## src/rtl/core/ppmrb_pkg.sv

```systemverilog
// ----------------------------------------------------------------------------
// ppmrb_pkg
// Types, constants and the arctangent table of the polar range binning block.
// ----------------------------------------------------------------------------
package ppmrb_pkg;

  localparam int ANGLE_BINS   = 360;
  localparam int BIN_W        = $clog2(ANGLE_BINS);
  localparam int SEL_W        = 9;
  localparam int COORD_W      = 20;
  localparam int RANGE_W      = 18;
  localparam int GAIN_W       = 16;
  localparam int PROD_W       = COORD_W + GAIN_W;
  localparam int LAT_W        = PROD_W - 8;
  localparam int RAD_W        = 2 * LAT_W;
  localparam int ROOT_W       = RAD_W / 2;
  localparam int CORDIC_W     = 48;
  localparam int ANGLE_W      = 34;
  localparam int ROUNDS       = 20;
  localparam int RND_W        = $clog2(ROUNDS + 1);
  localparam int CFG_IDX_W    = 3;
  localparam int CFG_DATA_W   = 20;

  localparam logic [RANGE_W-1:0] NO_RETURN = '1;

  localparam logic [CFG_IDX_W-1:0] REG_HEIGHT_MIN   = 3'd0;
  localparam logic [CFG_IDX_W-1:0] REG_HEIGHT_MAX   = 3'd1;
  localparam logic [CFG_IDX_W-1:0] REG_RANGE_MIN    = 3'd2;
  localparam logic [CFG_IDX_W-1:0] REG_RANGE_MAX    = 3'd3;
  localparam logic [CFG_IDX_W-1:0] REG_LATERAL_GAIN = 3'd4;

  localparam logic OP_ADD  = 1'b0;
  localparam logic OP_READ = 1'b1;

  typedef struct packed {
    logic                      operation;
    logic signed [COORD_W-1:0] pos_lateral;
    logic signed [COORD_W-1:0] pos_height;
    logic signed [COORD_W-1:0] pos_forward;
    logic [SEL_W-1:0]          bin_select;
  } item_t;

  typedef struct packed {
    logic [RANGE_W-1:0] bin_range;
    logic               has_return;
  } result_t;

  typedef struct packed {
    logic [CFG_IDX_W-1:0]  index;
    logic [CFG_DATA_W-1:0] data;
  } cfg_word_t;

  typedef struct packed {
    logic               valid;
    logic [RANGE_W-1:0] dist_mm;
  } bin_word_t;

  typedef struct packed {
    logic             we;
    logic [BIN_W-1:0] waddr;
    bin_word_t        wdata;
    logic             re;
    logic [BIN_W-1:0] raddr;
  } mem_req_t;

  typedef enum logic [3:0] {
    ST_CLEAR,
    ST_IDLE,
    ST_MUL,
    ST_SQR,
    ST_START,
    ST_RUN,
    ST_CHECK,
    ST_UPDATE,
    ST_READOUT
  } state_e;

  // Arctangent of 2^-i in units of 2^-32 turn.
  function automatic logic [31:0] atan_turn(input logic [RND_W-1:0] idx);
    logic [31:0] v;
    case (idx)
      5'd0:  v = 32'h20000000;
      5'd1:  v = 32'h12E4051D;
      5'd2:  v = 32'h09FB385B;
      5'd3:  v = 32'h051111D4;
      5'd4:  v = 32'h028B0D43;
      5'd5:  v = 32'h0145D7E1;
      5'd6:  v = 32'h00A2F61E;
      5'd7:  v = 32'h00517C55;
      5'd8:  v = 32'h0028BE53;
      5'd9:  v = 32'h00145F2E;
      5'd10: v = 32'h000A2F98;
      5'd11: v = 32'h000517CC;
      5'd12: v = 32'h00028BE6;
      5'd13: v = 32'h000145F3;
      5'd14: v = 32'h0000A2F9;
      5'd15: v = 32'h0000517C;
      5'd16: v = 32'h000028BE;
      5'd17: v = 32'h0000145F;
      5'd18: v = 32'h00000A2F;
      5'd19: v = 32'h00000517;
      default: v = 32'h0;
    endcase
    return v;
  endfunction

endpackage

```

## src/rtl/core/ppmrb_sqrt.sv

```systemverilog
// ----------------------------------------------------------------------------
// ppmrb_sqrt
// Iterative integer square root, one result bit per cycle.
// ----------------------------------------------------------------------------
module ppmrb_sqrt import ppmrb_pkg::*; (
  input  logic              clk_i,
  input  logic              rst_ni,
  input  logic              start_i,
  input  logic [RAD_W-1:0]  radicand_i,
  output logic              busy_o,
  output logic [ROOT_W-1:0] root_o
);

  localparam int REM_W = ROOT_W + 3;
  localparam int CNT_W = $clog2(ROOT_W + 1);

  logic              busy_q;
  logic [CNT_W-1:0]  cnt_q;
  logic [RAD_W-1:0]  rad_q;
  logic [REM_W-1:0]  rem_q;
  logic [ROOT_W-1:0] root_q;
  logic [REM_W-1:0]  cand;
  logic [REM_W-1:0]  trial;

  assign cand  = {rem_q[REM_W-3:0], rad_q[RAD_W-1 -: 2]};
  assign trial = {1'b0, root_q, 2'b01};

  always_ff @(posedge clk_i or negedge rst_ni) begin
    if (!rst_ni) begin
      busy_q <= 1'b0;
      cnt_q  <= '0;
    end else if (start_i) begin
      busy_q <= 1'b1;
      cnt_q  <= '0;
    end else if (busy_q) begin
      cnt_q <= cnt_q + 1'b1;
      if (cnt_q == CNT_W'(ROOT_W - 1)) begin
        busy_q <= 1'b0;
      end
    end
  end

  always_ff @(posedge clk_i) begin
    if (start_i) begin
      rad_q  <= radicand_i;
      rem_q  <= '0;
      root_q <= '0;
    end else if (busy_q) begin
      rad_q <= {rad_q[RAD_W-3:0], 2'b00};
      if (cand >= trial) begin
        rem_q  <= cand - trial;
        root_q <= {root_q[ROOT_W-2:0], 1'b1};
      end else begin
        rem_q  <= cand;
        root_q <= {root_q[ROOT_W-2:0], 1'b0};
      end
    end
  end

  assign busy_o = busy_q;
  assign root_o = root_q;

endmodule

```

## config.mk

```make
export PLATFORM = sky130hd
export DESIGN_NAME = ppmrb_sqrt
export DESIGN_NICKNAME = d
export VERILOG_FILES = /design/src/rtl/core/ppmrb_pkg.sv /design/src/rtl/core/ppmrb_sqrt.sv
export SDC_FILE = /design/constraint.sdc
export NUM_CORES = 1
export LEC_CHECK = 0
export ABC_AREA = 0
export BUFFER_PORTS_ARGS = -buffer_cell sky130_fd_sc_hd__buf_4
export CORE_MARGIN = 2
export CORE_UTILIZATION = 45
export CTS_CLUSTER_DIAMETER = 40
export DETAILED_ROUTE_END_ITERATION = 16
export PLACE_DENSITY = 0.69
export RECOVER_POWER = 100
export SLEW_MARGIN = 20
export SYNTH_ARGS = -nofsm -noshare
export SYNTH_HDL_FRONTEND = slang
export SYNTH_SLANG_ARGS = --single-unit
```

## constraint.sdc

```tcl
create_clock -name clk_i -period 2.51 [get_ports clk_i]
set_input_delay 0.502 -clock clk_i [delete_from_list [all_inputs] [get_ports clk_i]]
set_output_delay 0.502 -clock clk_i [all_outputs]
set_load 0.01 [all_outputs]
```

Yosys cells after proc, flatten, opt, wreduce, memory -nomap -nowiden
Cells that the tools add are included.
{"block": "totals", "word_cells": 19, "regBits": 119, "output_inout_bits": 29, "input_bits": 59}
{"block": "op_classes", "n_reduce_logical": 1, "n_addsub": 2, "n_eq_ne": 1, "muxes": 9, "order_cmp": 1}
{"cell": "$mux 56", "count": 2}
{"cell": "$ge 31x30->1", "count": 1}
{"cell": "$mux 29", "count": 1}
{"cell": "$sub 29x29->29", "count": 1}
{"cell": "$mux 5", "count": 2}
{"cell": "$add 5x1->5 const B", "count": 1}
{"cell": "$eq 5x5->1 const B", "count": 1}
{"cell": "$mux 1", "count": 4}
{"cell": "$reduce_bool 2->1", "count": 1}

Logic depth before layout (Yosys ltp)
{"block": "logic_depth", "word_depth": 4, "mapped_depth": 13, "depth_no_buf": 10}

Least setup slack after synthesis
OpenSTA, ideal clock, no wires.
{"block": "synth_path", "path_kind": "reg2reg", "startpoint": "register root_q[14], in the netlist root_o[14]", "endpoint": "register rem_q[15]", "path_stages_with_launch": 11, "arrival_time_ns": 2.564, "path_buffers": 0, "required_ns": 2.422, "period_less_slack_ns": 2.653, "slack_ns": -0.143, "setup_ns": 0.088, "path_cell_list": "dfxtp_1 inv_1 ha_1 nand3_1 or4_1 o41ai_2 a21oi_1 nand2_1 o211ai_1 a2111o_1 a311oi_2"}
{"block": "synth_between", "elab_chain_len": 2}
{"item": "start, declared", "line_no": "ppmrb_sqrt.sv:21", "rtl": "logic [ROOT_W-1:0] root_q;"}
{"item": "start signal, assigned", "line_no": "ppmrb_sqrt.sv:52", "rtl": "root_q <= {root_q[ROOT_W-2:0], 1'b1};"}
{"item": "start signal, assigned", "line_no": "ppmrb_sqrt.sv:55", "rtl": "root_q <= {root_q[ROOT_W-2:0], 1'b0};"}
{"item": "$ge 31x30->1", "line_no": "ppmrb_sqrt.sv:50", "rtl": "if (cand >= trial) begin"}
{"item": "$mux 29", "line_no": "ppmrb_sqrt.sv:50"}
{"item": "end signal, assigned", "line_no": "ppmrb_sqrt.sv:51", "rtl": "rem_q <= cand - trial;"}
{"item": "end signal, assigned", "line_no": "ppmrb_sqrt.sv:54", "rtl": "rem_q <= cand;"}
{"item": "end, declared", "line_no": "ppmrb_sqrt.sv:20", "rtl": "logic [REM_W-1:0] rem_q;"}
Every way passes these cells.
A chain may end at the register's enable or synchronous reset.

Final worst setup path
{"block": "layout_path", "startpoint": "register rad_q[55]", "endpoint": "register rem_q[28]"}
{"block": "layout_between", "elab_chain_len": 2, "word_cells_on_any_way": 3, "cone_classes": "add/sub (1); order compare (1); mux (1)"}
{"item": "start, declared", "line_no": "ppmrb_sqrt.sv:19", "rtl": "logic [RAD_W-1:0] rad_q;"}
{"item": "start signal, assigned", "line_no": "ppmrb_sqrt.sv:45", "rtl": "rad_q <= radicand_i;"}
{"item": "start signal, assigned", "line_no": "ppmrb_sqrt.sv:49", "rtl": "rad_q <= {rad_q[RAD_W-3:0], 2'b00};"}
{"item": "$sub 29x29->29 / $ge 31x30->1 (equally long branches)", "line_no": "ppmrb_sqrt.sv:51, ppmrb_sqrt.sv:50"}
{"item": "$mux 29 (*)", "line_no": "ppmrb_sqrt.sv:50"}
Every way passes the cells marked *; elsewhere a longest branch is shown, timed or not.

==> metrics <==
pre-CTS WS=-0.262 ns; Final nets=955; Leak=4.19 nW; Layout Utilization=66.0%; diode count=0; Final WS setup=-0.296 ns; RSZ-0062 raised after global routing=yes; register area share after synthesis=45.2%; DRT Pass-1 Iters=5; VDD IR-drop max=0.000826 V; clk_lat worst skew=0.42 ns; Layout area overhead=45.0%; fmax=356 MHz; clock sink total=119; vias per cell=5.51; cell accounting for the most synthesized area=edfxtp_1; Worst setup SP type=flop; Final Hold Fails=0; Post-synth EDFFs=56; Core Box Area=14,400 sq um; antenna violations before repair=0; H-tree Lvls=4; grt total ovfl=0; crit-path max cell delay=0.49 ns; min-delay worst type=primary input to flop; yosys warns=0; Yosys cell types=61; final number of setup-violating endpoints=30; synth top area cells=edfxtp_1 26%, dfxtp_1 17%, mux2_2 9.3%; Comb pwr share=58.0%; Synth top cells by count=64 x nor2_1, 57 x dfxtp_1, 56 x edfxtp_1, 54 x mux2_2, 44 x inv_1; Max Fanout on Critical Path=7; Placer Congestion=0.999; detailed placement HPWL=11,500 um; count leader, synth=nor2_1; Buf/Inv on CP=4; Critical Path AT=3.11 ns; sw frac=38.0%; DP Area=8310 sq um; CTS Buf Count=17; minimum clock period after layout=2.81 ns; die height=125 um; Flop pwr share=22.0%; fillcell total=1,083; largest net degree at the start of global routing=59; CTS Buffer Depth=2; final slew viol count=0; Worst EP required=2.81 ns; design area=9530 sq um; I/O Buffers=87; total die area=15,600 sq um; CP cell instances=inv_2, ha_1, nand4_1, or4_4, o41ai_2, a21oi_1, nand2_1, o211ai_1, buf_4, clkbuf_16, buf_8, a41oi_1, o21ai_1; number of global-route vias before repair=6,032; Clock power frac=19.9%; root buffer cell=clkbuf_16; Clock transition at path regs=0.06 ns; post-synthesis register bit count=119; post-route ant nets=0; critical path's slowest cell=or4_4; first-pass GRT wire length=28,600 um; Worst Max-Slew Pin Slew=1.34 ns; Syn Inst Count=648; Total Neg Setup Slack=-5.47 ns; net switching power=4.32 mW; DIE WIDTH=125 um; violated checks=setup timing; Async S/R FF share, synth=5.04%; GRT Overall Usage=22.1%; Clock Skew=0.0130 ns; I/O pin cnt=88; maxcap violations=0; Int Pwr=7.05 mW; worst hold slack=0.380 ns; final WL=17,300 um; Initial Util=45.6%; post-synthesis cell area=6570 sq um; Worst Setup Path Type=flop to flop; fin crit share=112%; drt first-iter violations=361; share of cells above drive strength 1=46.8%; Main synth FF type=dfxtp_1; CTS tree=yes; CP endpoint kind=flop; status=finished, violations left; CP delay by family, top=compound AO/OA/AOI/OAI gates; post-synthesis average cell area=10.1 sq um; Residual DRC=0; via count=5,852; WL/cell=16.3 um; top cell type's share of synthesized area=25.6%; power density over the cells=1190 nW/um^2; max_slew headroom=10.9%; # rows=44; Post-Syn Nets=738
area by class of cell:
type	count	area, sq um	area share, %
clock buffers	17	425	4.47
flip-flops and latches	119	2990	31.4
well taps	184	230	2.42
repair buffers	233	1830	19.2
multi-input cells	450	3760	39.5
inverters	44	169	1.77
clock inverters	15	119	1.25
timing repair:
item / in CTS / in global routing
gates resized for setup: 41 / 59
buffers inserted: 4 / 19
cloned: 0 / 2
endpoints found under the hold margin: 6 / 0
pin swaps: 9 / 32
hold buffers: 1 / 0
endpoints found under the setup margin: 30 / 30
power groups by stage:
stage / sequential, mW / combinational [mW] / clock (mW)
after detailed placement: 2.51 / 4.95 / 0
after global placement: 2.50 / 4.90 / 0
final: 2.50 / 6.60 / 2.27
after global routing: 2.53 / 7.08 / 2.39
after CTS: 2.49 / 5.41 / 2.30
after floorplan: 2.50 / 3.16 / 0
metrics by stage:
stage / instances / total power, mW
2_1_floorplan: 648 / 5.66
3_3_place_gp: 1005 / 7.39
3_5_place_dp: 1005 / 7.46
4_1_cts: 1042 / 10.2
5_1_grt: 1062 / 12.0
6_report: 1062 / 11.4
cells by family after synthesis:
family                   Yosys count  synth area share [%]
AND/OR/NAND/NOR                  180                  12.9
AO/OA/AOI/OAI                    134                  14.6
flip-flops                       119                  45.2
multiplexers                      82                  13.5
buffers and inverters             79                  4.80
adder cells (fa/ha/maj)           31                  5.90
XOR/XNOR                          23                  3.07
per-layer routing:
metal	up-vias	track usage, %	share of wire, %
li1	2820	-	-
met3	35	7.13	6.3
met5	-	0	0
met2	180	37.3	50
met1	2817	27.1	42
met4	0	6.67	1.7
state kept, by name, indices dropped and copies added (netlist names):
| name | count |
|---|---|
| cnt_q | 5 |
| root_o | 28 |
| busy_o | 1 |
| rem_q | 29 |
| rad_q | 56 |
worst reg2reg max path, stage by stage, from the launching register on:
cell and delay (ns):
edfxtp_1 0.44, inv_2 0.10, ha_1 0.14, nand4_1 0.08
or4_4 0.49, o41ai_2 0.24, a21oi_1 0.14, nand2_1 0.12
o211ai_1 0.17, buf_4 0.19, clkbuf_16 0.17, buf_8 0.14
a41oi_1 0.19, o21ai_1 0.09
cells in the final DEF (no fill, tap or decap), types with 16 or more instances in the layout:
master / netlist / routed
buf_4: 2 / 210
nor2_1: 64 / 62
edfxtp_1: 56 / 56
mux2_2: 54 / 54
dfxtp_1: 57 / 44
nand2_1: 40 / 39
inv_1: 44 / 33
mux2i_1: 28 / 28
a21oi_1: 26 / 21
nand3_1: 28 / 18
clkbuf_16: 0 / 18
ha_1: 31 / 17
o21ai_1: 15 / 16
xnor2_1: 17 / 16
final timing paths:
check,end,from,slack (ns),depth (start not counted)
hold reg to reg,rem_q[27],rem_q[27],0.50,2
max in group asynchronous,busy_o,rst_ni,1.78,2
min in group asynchronous,cnt_q[0],rst_ni,0.50,2
setup reg to reg,rem_q[28],rad_q[55],-0.30,13
hold / removal,rad_q[52],radicand_i[52],0.38,2
setup / recovery,rem_q[28],rad_q[55],-0.30,13
Note: power is estimated with default switching activity, not from simulation.
